==> config.mk <==
export PLATFORM = sky130hd
export DESIGN_NAME = ascii_date_time_to_epoch_core_flat
export DESIGN_NICKNAME = d
export VERILOG_FILES = /design/src/rtl/adte_pkg.sv /design/src/rtl/adte_in_if.sv /design/src/rtl/adte_out_if.sv /design/src/rtl/adte_parse.sv /design/src/rtl/adte_calc.sv /design/src/rtl/ascii_date_time_to_epoch_core.sv /design/src/flat_wrapper.sv
export SDC_FILE = /design/constraint.sdc
export NUM_CORES = 1
export LEC_CHECK = 0
export ABC_AREA = 1
export CAP_MARGIN = 10
export CORE_MARGIN = 3
export CORE_UTILIZATION = 50
export CTS_BUF_LIST = sky130_fd_sc_hd__clkbuf_4
export DETAILED_ROUTE_END_ITERATION = 12
export DONT_BUFFER_PORTS = 1
export GPL_TIMING_DRIVEN = 0
export PLACE_DENSITY = 0.66
export SYNTH_ARGS = -nofsm -noshare
export SYNTH_HDL_FRONTEND = slang
export SYNTH_SLANG_ARGS = --single-unit
export TNS_END_PERCENT = 5
==> constraint.sdc <==
create_clock -name clk -period 19.8 [get_ports clk]
set_clock_uncertainty 0.05 [all_clocks]
set_input_delay 0.99 -clock clk [delete_from_list [all_inputs] [get_ports clk]]
set_output_delay 0.99 -clock clk [all_outputs]
set_load 0.01 [all_outputs]
==> src/rtl/adte_pkg.sv <==
// shared types, constants and the pair parser for the ascii date/time to epoch core
package adte_pkg;

    localparam int TEXT_W  = 48;
    localparam int COUNT_W = 3;
    localparam int EPOCH_W = 33;
    localparam int PAIR_W  = 7;

    localparam logic [COUNT_W-1:0] FULL_COUNT = 3'd6;

    localparam logic [7:0] CH_SPACE = 8'h20;
    localparam logic [7:0] CH_PLUS  = 8'h2B;
    localparam logic [7:0] CH_MINUS = 8'h2D;
    localparam logic [7:0] CH_ZERO  = 8'h30;
    localparam logic [7:0] CH_NINE  = 8'h39;

    // years 1999..2099 are taken in era 4, so yoe = 400 + yy (less one for jan/feb)
    localparam logic [8:0]  YOE_BASE     = 9'd400;
    // yoe / 100 with the leap at 400 folded in: three across all of 399..499
    localparam logic [2:0]  CENT_SUB     = 3'd3;
    localparam logic [8:0]  DAYS_PER_YR  = 9'd365;
    localparam logic [7:0]  MONTH_MUL    = 8'd153;
    localparam logic [1:0]  MONTH_ADD    = 2'd2;
    // era * 146097 - 719468 - 1 for era 4 and the doy offset
    localparam logic [18:0] DAY_OFFSET   = 19'd135081;
    // x / 5 == (x * 52429) >> 18 for x below 2**18
    localparam logic [15:0] RECIP5       = 16'd52429;
    localparam int          RECIP5_SHIFT = 18;
    localparam logic [16:0] SECS_PER_DAY = 17'd86400;
    localparam logic [11:0] SECS_PER_HR  = 12'd3600;
    localparam logic [5:0]  SECS_PER_MIN = 6'd60;

    typedef struct packed {
        logic [PAIR_W-1:0] value;
        logic              neg;
    } pair_t;

    typedef struct packed {
        logic [PAIR_W-1:0] day;
        logic [PAIR_W-1:0] month;
        logic [PAIR_W-1:0] yy;
        logic [PAIR_W-1:0] hour;
        logic [PAIR_W-1:0] minute;
        logic [PAIR_W-1:0] second;
        logic              rej;
    } fields_t;

    typedef struct packed {
        logic [EPOCH_W-1:0] epoch_seconds;
        logic               rejected;
    } result_t;

    function automatic logic is_digit(input logic [7:0] c);
        is_digit = (c >= CH_ZERO) && (c <= CH_NINE);
    endfunction

    function automatic pair_t parse_pair(input logic [7:0] c0, input logic [7:0] c1);
        pair_t             r;
        logic [PAIR_W-1:0] d0;
        logic [PAIR_W-1:0] d1;
        d0      = PAIR_W'(c0[3:0]);
        d1      = PAIR_W'(c1[3:0]);
        r.value = '0;
        r.neg   = 1'b0;
        if (c0 == CH_SPACE)
        begin
            if (c1 == CH_MINUS)
            begin
                r.neg = 1'b1;
            end
            else if (is_digit(c1))
            begin
                r.value = d1;
            end
        end
        else if ((c0 == CH_PLUS) || (c0 == CH_MINUS))
        begin
            r.neg = (c0 == CH_MINUS);
            if (is_digit(c1))
            begin
                r.value = d1;
            end
        end
        else if (is_digit(c0))
        begin
            if (is_digit(c1))
            begin
                r.value = PAIR_W'(d0 * PAIR_W'(10)) + d1;
            end
            else
            begin
                r.value = d0;
            end
        end
        return r;
    endfunction

endpackage

==> src/rtl/adte_in_if.sv <==
// input channel: date and time text with character counts
interface adte_in_if;
    logic                              valid;
    logic                              ready;
    logic [adte_pkg::TEXT_W-1:0]       date_text;
    logic [adte_pkg::COUNT_W-1:0]      date_count;
    logic [adte_pkg::TEXT_W-1:0]       time_text;
    logic [adte_pkg::COUNT_W-1:0]      time_count;

    modport source (output valid, date_text, date_count, time_text, time_count,
                    input ready);
    modport sink (input valid, date_text, date_count, time_text, time_count,
                  output ready);
endinterface

==> src/rtl/adte_out_if.sv <==
// output channel: epoch seconds and reject flag
interface adte_out_if;
    logic                              valid;
    logic                              ready;
    logic [adte_pkg::EPOCH_W-1:0]      epoch_seconds;
    logic                              rejected;

    modport source (output valid, epoch_seconds, rejected, input ready);
    modport sink (input valid, epoch_seconds, rejected, output ready);
endinterface

==> src/rtl/adte_parse.sv <==
// first pipeline stage: splits the text into pairs, converts them and flags rejects
module adte_parse (
    input  logic                            clk,
    input  logic                            rst_n,
    input  logic                            in_valid,
    output logic                            in_ready,
    input  logic [adte_pkg::TEXT_W-1:0]     date_text,
    input  logic [adte_pkg::COUNT_W-1:0]    date_count,
    input  logic [adte_pkg::TEXT_W-1:0]     time_text,
    input  logic [adte_pkg::COUNT_W-1:0]    time_count,
    output logic                            out_valid,
    input  logic                            out_ready,
    output adte_pkg::fields_t               fields
);

    adte_pkg::pair_t   p_day;
    adte_pkg::pair_t   p_month;
    adte_pkg::pair_t   p_yy;
    adte_pkg::pair_t   p_hour;
    adte_pkg::pair_t   p_minute;
    adte_pkg::pair_t   p_second;
    adte_pkg::fields_t fields_next;
    adte_pkg::fields_t fields_reg;
    logic              valid_reg;
    logic              short_cnt;

    assign in_ready = !valid_reg || out_ready;

    always_comb
    begin
        p_day    = adte_pkg::parse_pair(date_text[47:40], date_text[39:32]);
        p_month  = adte_pkg::parse_pair(date_text[31:24], date_text[23:16]);
        p_yy     = adte_pkg::parse_pair(date_text[15:8],  date_text[7:0]);
        p_hour   = adte_pkg::parse_pair(time_text[47:40], time_text[39:32]);
        p_minute = adte_pkg::parse_pair(time_text[31:24], time_text[23:16]);
        p_second = adte_pkg::parse_pair(time_text[15:8],  time_text[7:0]);
        short_cnt = (date_count < adte_pkg::FULL_COUNT) || (time_count < adte_pkg::FULL_COUNT);
        fields_next.day    = p_day.value;
        fields_next.month  = p_month.value;
        fields_next.yy     = p_yy.value;
        fields_next.hour   = p_hour.value;
        fields_next.minute = p_minute.value;
        fields_next.second = p_second.value;
        fields_next.rej    = short_cnt || p_day.neg || p_month.neg || p_yy.neg
                             || p_hour.neg || p_minute.neg || p_second.neg;
    end

    always_ff @(posedge clk or negedge rst_n)
    begin
        if (!rst_n)
        begin
            valid_reg <= 1'b0;
        end
        else if (in_ready)
        begin
            valid_reg <= in_valid;
        end
    end

    always_ff @(posedge clk)
    begin
        if (in_ready && in_valid)
        begin
            fields_reg <= fields_next;
        end
    end

    assign out_valid = valid_reg;
    assign fields    = fields_reg;

endmodule

==> src/rtl/adte_calc.sv <==
// four pipeline stages: day count by days-from-civil, then scaling to seconds
module adte_calc (
    input  logic                 clk,
    input  logic                 rst_n,
    input  logic                 in_valid,
    output logic                 in_ready,
    input  adte_pkg::fields_t    fields,
    output logic                 out_valid,
    input  logic                 out_ready,
    output adte_pkg::result_t    result
);

    // stage 2: month numerator, year part, partial time
    logic        v2_reg;
    logic        en2;
    logic [13:0] mnum2_reg, mnum2_next;
    logic [17:0] ypart2_reg, ypart2_next;
    logic [6:0]  day2_reg;
    logic [18:0] hsec2_reg, hsec2_next;
    logic [12:0] msec2_reg, msec2_next;
    logic        rej2_reg;
    logic [6:0]  mp;
    logic [8:0]  yoe;
    logic        early;

    // stage 3: divide by five, day base, time of day
    logic        v3_reg;
    logic        en3;
    logic [11:0] mdays3_reg, mdays3_next;
    logic [17:0] base3_reg, base3_next;
    logic [18:0] tsec3_reg, tsec3_next;
    logic        rej3_reg;
    logic [29:0] mprod;

    // stage 4: day count
    logic        v4_reg;
    logic        en4;
    logic [15:0] days4_reg, days4_next;
    logic [18:0] tsec4_reg;
    logic        rej4_reg;
    logic [18:0] dsum;

    // stage 5: seconds
    logic        v5_reg;
    logic        en5;
    adte_pkg::result_t res5_reg, res5_next;
    logic [32:0] dprod;

    assign en5      = !v5_reg || out_ready;
    assign en4      = !v4_reg || en5;
    assign en3      = !v3_reg || en4;
    assign en2      = !v2_reg || en3;
    assign in_ready = en2;

    always_comb
    begin
        early = (fields.month <= 7'd2);
        if (early)
        begin
            mp = fields.month + 7'd9;
        end
        else
        begin
            mp = fields.month - 7'd3;
        end
        yoe  = adte_pkg::YOE_BASE + 9'(fields.yy) - 9'(early);
        mnum2_next  = 14'(mp) * 14'(adte_pkg::MONTH_MUL) + 14'(adte_pkg::MONTH_ADD);
        ypart2_next = 18'(yoe) * 18'(adte_pkg::DAYS_PER_YR) + 18'(yoe[8:2])
                      - 18'(adte_pkg::CENT_SUB);
        hsec2_next  = 19'(fields.hour) * 19'(adte_pkg::SECS_PER_HR);
        msec2_next  = 13'(fields.minute) * 13'(adte_pkg::SECS_PER_MIN)
                      + 13'(fields.second);
    end

    always_comb
    begin
        mprod       = 30'(mnum2_reg) * 30'(adte_pkg::RECIP5);
        mdays3_next = mprod[29:adte_pkg::RECIP5_SHIFT];
        base3_next  = ypart2_reg + 18'(day2_reg);
        tsec3_next  = hsec2_reg + 19'(msec2_reg);
    end

    always_comb
    begin
        dsum       = 19'(base3_reg) + 19'(mdays3_reg) - adte_pkg::DAY_OFFSET;
        days4_next = dsum[15:0];
    end

    always_comb
    begin
        dprod = 33'(days4_reg) * 33'(adte_pkg::SECS_PER_DAY);
        if (rej4_reg)
        begin
            res5_next.epoch_seconds = '0;
        end
        else
        begin
            res5_next.epoch_seconds = dprod + 33'(tsec4_reg);
        end
        res5_next.rejected = rej4_reg;
    end

    always_ff @(posedge clk or negedge rst_n)
    begin
        if (!rst_n)
        begin
            v2_reg <= 1'b0;
            v3_reg <= 1'b0;
            v4_reg <= 1'b0;
            v5_reg <= 1'b0;
        end
        else
        begin
            if (en2)
            begin
                v2_reg <= in_valid;
            end
            if (en3)
            begin
                v3_reg <= v2_reg;
            end
            if (en4)
            begin
                v4_reg <= v3_reg;
            end
            if (en5)
            begin
                v5_reg <= v4_reg;
            end
        end
    end

    always_ff @(posedge clk)
    begin
        if (en2 && in_valid)
        begin
            mnum2_reg  <= mnum2_next;
            ypart2_reg <= ypart2_next;
            day2_reg   <= fields.day;
            hsec2_reg  <= hsec2_next;
            msec2_reg  <= msec2_next;
            rej2_reg   <= fields.rej;
        end
        if (en3 && v2_reg)
        begin
            mdays3_reg <= mdays3_next;
            base3_reg  <= base3_next;
            tsec3_reg  <= tsec3_next;
            rej3_reg   <= rej2_reg;
        end
        if (en4 && v3_reg)
        begin
            days4_reg <= days4_next;
            tsec4_reg <= tsec3_reg;
            rej4_reg  <= rej3_reg;
        end
        if (en5 && v4_reg)
        begin
            res5_reg <= res5_next;
        end
    end

    assign out_valid = v5_reg;
    assign result    = res5_reg;

endmodule

==> src/rtl/ascii_date_time_to_epoch_core.sv <==
// top level of the ascii date/time to unix epoch converter
//
// din carries one item: six ascii date chars ddmmyy, six ascii time chars
// hhmmss (first char in the top byte) and a char count for each
// dout carries one result per item: seconds since 1970-01-01 utc with the
// year read as 2000 + yy, and a reject flag for a short count or a minus
// sign leading any pair (seconds are then zero)
// five register stages: pair parsing, constant products, divide by five
// by reciprocal, day count, day-to-second multiply with time of day
// one item per cycle is taken and given while dout.ready is high, set by
// the single pass through the five stages
// each stage holds its own valid bit and moves when the stage after it is
// empty or moving, so a stall on dout.ready backs up stage by stage and
// bubbles still get filled; din.ready drops only once every stage is full
// reset clears all valid bits; no item is in flight afterward
module ascii_date_time_to_epoch_core (
    input  logic        clk,
    input  logic        rst_n,
    adte_in_if.sink     din,
    adte_out_if.source  dout
);

    logic              p_valid;
    logic              p_ready;
    adte_pkg::fields_t p_fields;
    adte_pkg::result_t res;

    adte_parse u_parse (
        .clk        (clk),
        .rst_n      (rst_n),
        .in_valid   (din.valid),
        .in_ready   (din.ready),
        .date_text  (din.date_text),
        .date_count (din.date_count),
        .time_text  (din.time_text),
        .time_count (din.time_count),
        .out_valid  (p_valid),
        .out_ready  (p_ready),
        .fields     (p_fields)
    );

    adte_calc u_calc (
        .clk       (clk),
        .rst_n     (rst_n),
        .in_valid  (p_valid),
        .in_ready  (p_ready),
        .fields    (p_fields),
        .out_valid (dout.valid),
        .out_ready (dout.ready),
        .result    (res)
    );

    assign dout.epoch_seconds = res.epoch_seconds;
    assign dout.rejected      = res.rejected;

endmodule

==> src/flat_wrapper.sv <==
// flat-port wrapper written by rule: the top's interface ports become plain ports
module ascii_date_time_to_epoch_core_flat 
  (clk, rst_n, din_valid, din_date_text, din_date_count, din_time_text, din_time_count, din_ready, dout_valid, dout_epoch_seconds, dout_rejected, dout_ready);
  adte_in_if din_i ();
  adte_out_if dout_i ();
  input  logic clk;
  input  logic rst_n;
  input wire logic [$bits(din_i.valid)-1:0] din_valid;
  input wire logic [$bits(din_i.date_text)-1:0] din_date_text;
  input wire logic [$bits(din_i.date_count)-1:0] din_date_count;
  input wire logic [$bits(din_i.time_text)-1:0] din_time_text;
  input wire logic [$bits(din_i.time_count)-1:0] din_time_count;
  output wire logic [$bits(din_i.ready)-1:0] din_ready;
  output wire logic [$bits(dout_i.valid)-1:0] dout_valid;
  output wire logic [$bits(dout_i.epoch_seconds)-1:0] dout_epoch_seconds;
  output wire logic [$bits(dout_i.rejected)-1:0] dout_rejected;
  input wire logic [$bits(dout_i.ready)-1:0] dout_ready;
  assign din_i.valid = din_valid;
  assign din_i.date_text = din_date_text;
  assign din_i.date_count = din_date_count;
  assign din_i.time_text = din_time_text;
  assign din_i.time_count = din_time_count;
  assign din_ready = din_i.ready;
  assign dout_valid = dout_i.valid;
  assign dout_epoch_seconds = dout_i.epoch_seconds;
  assign dout_rejected = dout_i.rejected;
  assign dout_i.ready = dout_ready;
  ascii_date_time_to_epoch_core u_core (.clk(clk), .rst_n(rst_n), .din(din_i), .dout(dout_i));
endmodule
== Yosys cells after proc, flatten, opt, wreduce, memory -nomap -nowiden ==
Cells that the tools add are included.
Word-level totals
  register bits: 232
  input port bits: 106
Operators by class
  add/subtract/negate cells: 19
  order comparisons: 27
  muxes and demuxes: 49
  eq/ne operators: 24
  reductions and logical operators: 40
  multiply operators: 12
Operator list (number)
  $eq 8x6->1 const B: 24
  $mux 7: 19
  $ge 8x6->1 const B: 12
  $le 8x6->1 const B: 12
  $mux 4: 12
  $mux 8: 6
  $add 7x4->7: 6
  $mul 4x3->6 const B: 6
  $add 33x19->33: 1
  $add 16x7->16: 2
  $mul 14x16->30 const B: 1
  $mul 16x10->26 const B: 1
  $add 19x13->19: 1
  $logic_or 1x1->1: 18
  $logic_and 1x1->1: 17
  $add 16x12->16: 1
  $mul 9x9->16 const B: 1
  $sub 16x12->16 const B: 1
  $sub 16x2->16 const B: 1
  $mul 7x8->15 const B: 1
  $add 14x2->14 const B: 1
  $mul 7x8->14 const B: 1
  $add 13x7->13: 1
  $mux 1: 12
  8 further kinds: 13

== Logic depth before layout (Yosys ltp) ==
  word-level depth: 12
  depth in mapped cells: 31

== Modules after synthesis ==
A second synthesis with hierarchy kept.
Unflattened totals
  cells, all modules: 2746
  area total of the unflattened synthesis: 24616.1 µm²
Modules (own cells, without submodules)
  adte_calc: instances 1, area each 20169.3 µm², sequential area each 5625.4 µm², cells each 2130
  adte_parse: instances 1, area each 4446.8 µm², sequential area each 1316.3 µm², cells each 616

== Least setup slack after synthesis ==
OpenSTA, ideal clock, no wires.
  path kind: register to register
  start: register u_core.u_parse.fields_reg, in the netlist u_core.u_parse.fields[29]
  end: register u_core.u_calc.ypart2_reg[14] (data pin)
  arrival time: 6.378 ns
  cell stages (with the launch flop): 31
  library setup time: 0.260 ns
  slack: 13.112 ns
  path buffers: 0
  cell sequence: edfxtp_1 > inv_1 > ha_1 > o21ai_0 > nor4_1 > ha_1 > inv_1 > ha_1 > fa_1 > a21oi_1 > o21bai_1 > a211oi_1 > xor2_1 > ha_1 > inv_1 > fa_1 > inv_1 > fa_1 > fa_1 > inv_1 > fa_1 > inv_1 > ha_1 > nand2_1 > o21ai_0 > a21oi_1 > o21ai_0 > a21oi_1 > nor2_1 > nor2_1 > xor2_1
On the way
  cells in the longest elaborated chain, start to end: 5
RTL lines
  from (decl): line adte_parse.sv:23  | adte_pkg::fields_t fields_reg;
  from (signal assigned): line adte_parse.sv:64  | fields_reg <= fields_next;
  $le 7x2->1 *: line adte_calc.sv:57  | early = (fields.month <= 7'd2);
  $sub 9x1->9 *: line adte_calc.sv:66  | yoe = adte_pkg::YOE_BASE + 9'(fields.yy) - 9'(early);
  $mul 9x9->16: line adte_calc.sv:68  | ypart2_next = 18'(yoe) * 18'(adte_pkg::DAYS_PER_YR) + 18'(yoe[8:2])
  $add 16x7->16 *: line adte_calc.sv:68
  $sub 16x2->16 *: line adte_calc.sv:69  | - 18'(adte_pkg::CENT_SUB);
  net u_core.u_calc.ypart2_next[14]: line adte_calc.sv:17  | logic [17:0] ypart2_reg, ypart2_next;
  to (signal assigned): line adte_calc.sv:138  | ypart2_reg <= ypart2_next;
  to (decl): line adte_calc.sv:17
The timed path passes the listed nets; every way through them passes the cells marked *.
A chain may end at the register's enable or synchronous reset.

== Worst setup path after layout ==
Same ends and word-level chain as after synthesis.

==> results.tsv <==
metric	value	unit
Placed Cells incl. Taps	3231	
CTS max path bufs	3	
GP Congestion	0.893	
Slowest-stage cell, CP	nor4_2	
Tmin final	7.85	ns
CTS tree	done	
CP max FO	4	
DRT Pass-1 Iters	4	
Final nets	3375	
CP Data Required Time	20.27	ns
largest family of logic cells by synthesized area	adder cells	
Synth Cell Area	24000	um^2
Avg Vias per Cell	5.16	
distinct cell type count after synthesis	55	
max reg flops	43	
GRT overflow	0	
area share of xor/xnor cells in the synthesized design	5.35	%
Final Non-Filler Cells	3343	
post-cts resize count	0	
max incr delay on CP	0.61	ns
GRT Resource Usage Total	19.5	%
clk root buf	clkbuf_4	
largest net degree at the start of global routing	48	
EDFF count, synth	227	
initial antenna violation count	1	
vias in the first global route	17778	
DR vias	17260	
port bufs	0	
DRC Markers	0	
FP Rows	79	
crit path DAT	8.32	ns
Async SR Flop Fraction	2.16	%
WL final	47300	um
simple-gate portion of the synthesized area	14.4	%
share of cells above drive strength 1	6.00	%
Slew Viols, Final	0	
clock-pin transition on the worst setup and hold timing paths	0.07	ns
P&R area growth vs syn	7.27	%
total CTS buffers	61	
clock latency reported for the late side of the worst-skew pair	0.80	ns
Critical Path Sink Type	register	
Synth Area in Adders	35.3	%
max-cap viol count	0	
Final ANT Viol Nets	0	
number of H-tree levels	2	
Worst Setup Start Kind	register	
status	finished, final reports clean	
Post-Syn Instances	2619	
synthesis-stage register bit count	232	
Chip Width	225	um
Setup-failing EPs final	0	
Ports	142	
RSZ-0062 raised after global routing	false	
total negative slack	0	ns
Crit path top cell by count	inv_1	
Yosys warnings	0	
final hold viol count	0	
Initial DRC Count	734	
fmax	127	MHz
die area	50700	um^2
Least-Margin Pin Slew	0.815	ns
Crit Path Category	reg2reg	
most common cell after layout, fill and taps aside	inv_1	
Compound-Gate Fraction of Synth Area	7.37	%
fillers	4204	
Most used DFF post-synth	edfxtp_1	
Slew HR	45.7	%
detailed placement HPWL	39800	um
Syn Nets	3306	
wire length per cell	14.2	um
Final Cycle Share	39.7	%
die height	225	um
core area	47100	um^2
Syn Area/Cell	9.18	um^2
first-pass GRT wire length	81400	um
Initial Utilization	51.1	%
register area share after synthesis	28.9	%
Hold Path Class	in2reg	
mux contribution to synthesized area	0	%
most frequent cells in the layout	inv_1 (542), ha_1 (418), nand2_1 (382), edfxtp_1 (227), nor2_1 (192)	
clk sinks	232	
[worst paths after layout]
kind | start | endpoint | slack (ns) | depth (start not counted)
min in group asynchronous | rst_n | u_core.u_calc.out_valid | 0.44 | 1
max | u_core.u_parse.fields[29] | u_core.u_calc.ypart2_reg[14] | 11.95 | 30
max in group asynchronous | rst_n | u_core.u_calc.v3_reg | 19.05 | 1
min | din_valid | u_core.u_parse.out_valid | 0.30 | 2
min reg2reg | u_core.u_calc.tsec3_reg[14] | u_core.u_calc.tsec4_reg[14] | 0.35 | 0
max reg2reg | u_core.u_parse.fields[29] | u_core.u_calc.ypart2_reg[14] | 11.95 | 30
[Yosys cell counts (6+ instances only)]
cell	number	area share [%]
nand4_1	30	0.78
o211ai_1	9	0.28
ha_1	418	22
nand2_2	13	0.34
inv_2	6	0.094
or2_2	12	0.31
fa_1	163	14
edfxtp_1	227	28
inv_1	544	8.5
nor2_2	10	0.26
nor2_1	195	3.0
nand3_1	84	1.7
o21ai_0	88	1.8
nor4_1	10	0.26
a21oi_1	169	3.5
nor3_1	19	0.40
xnor2_1	42	1.5
xor2_1	102	3.7
nand2_1	382	6.0
[stage by stage]
step	setup WS [ns]	util, %	hold WS [ns]	instance area [um^2]
floorplan	13.11	-	0.350	24000
global placement	11.49	52.7	0.352	24800
detailed placement	11.90	53.0	0.355	24900
CTS	11.85	54.8	0.182	25800
global route	11.46	54.8	0.213	25800
finish	11.95	54.8	0.300	25800
[timing repair]
item                      in CTS  in global routing
buffers inserted               0                  0
hold endpoints to repair       5                  0
hold buffers                   1                  0
[cell type report]
class                      count  area, um^2  share of cell area (%)
multi-input combinational   1833       15000                    58.4
sequential                   232        6940                    26.9
inverter                     552        2070                    8.04
tap                          607         759                    2.95
clock buffer                  80         601                    2.33
clock inverter                30         238                   0.922
timing repair buffer           6         118                   0.456
buffer                         2        7.51                  0.0291
antenna                        1        2.50                 0.00970
[logic make-up after synthesis]
family,count (synthesis)
compound gates,320
xor+xnor,145
fa+ha+maj,581
buf+inv,554
flops,232
simple gates,787
[critical path, delay by kind of cell, from the launching register on]
kind	cells	cell delay (ns)
xor gates and xnor gates	2	0.62
DFF	1	0.48
buffers and inverters	6	0.55
and+or+nand+nor	4	0.87
AOI/OAI and AO/OA	8	1.35
adders and majority gates	10	3.67
[metal layers]
| metal | GRT usage [%] | vias to the layer above | share of wire (%) |
|---|---|---|---|
| met5 | 0 | - | 0 |
| met4 | 6.52 | 0 | 2.7 |
| met3 | 3.50 | 74 | 4.7 |
| met2 | 34.7 | 341 | 49 |
| met1 | 23.9 | 8047 | 44 |
| li1 | - | 8798 | - |
Power is left out: the tool's default activity adds up to more than one toggle a clock period on the data nets, which glitch-free logic cannot reach.
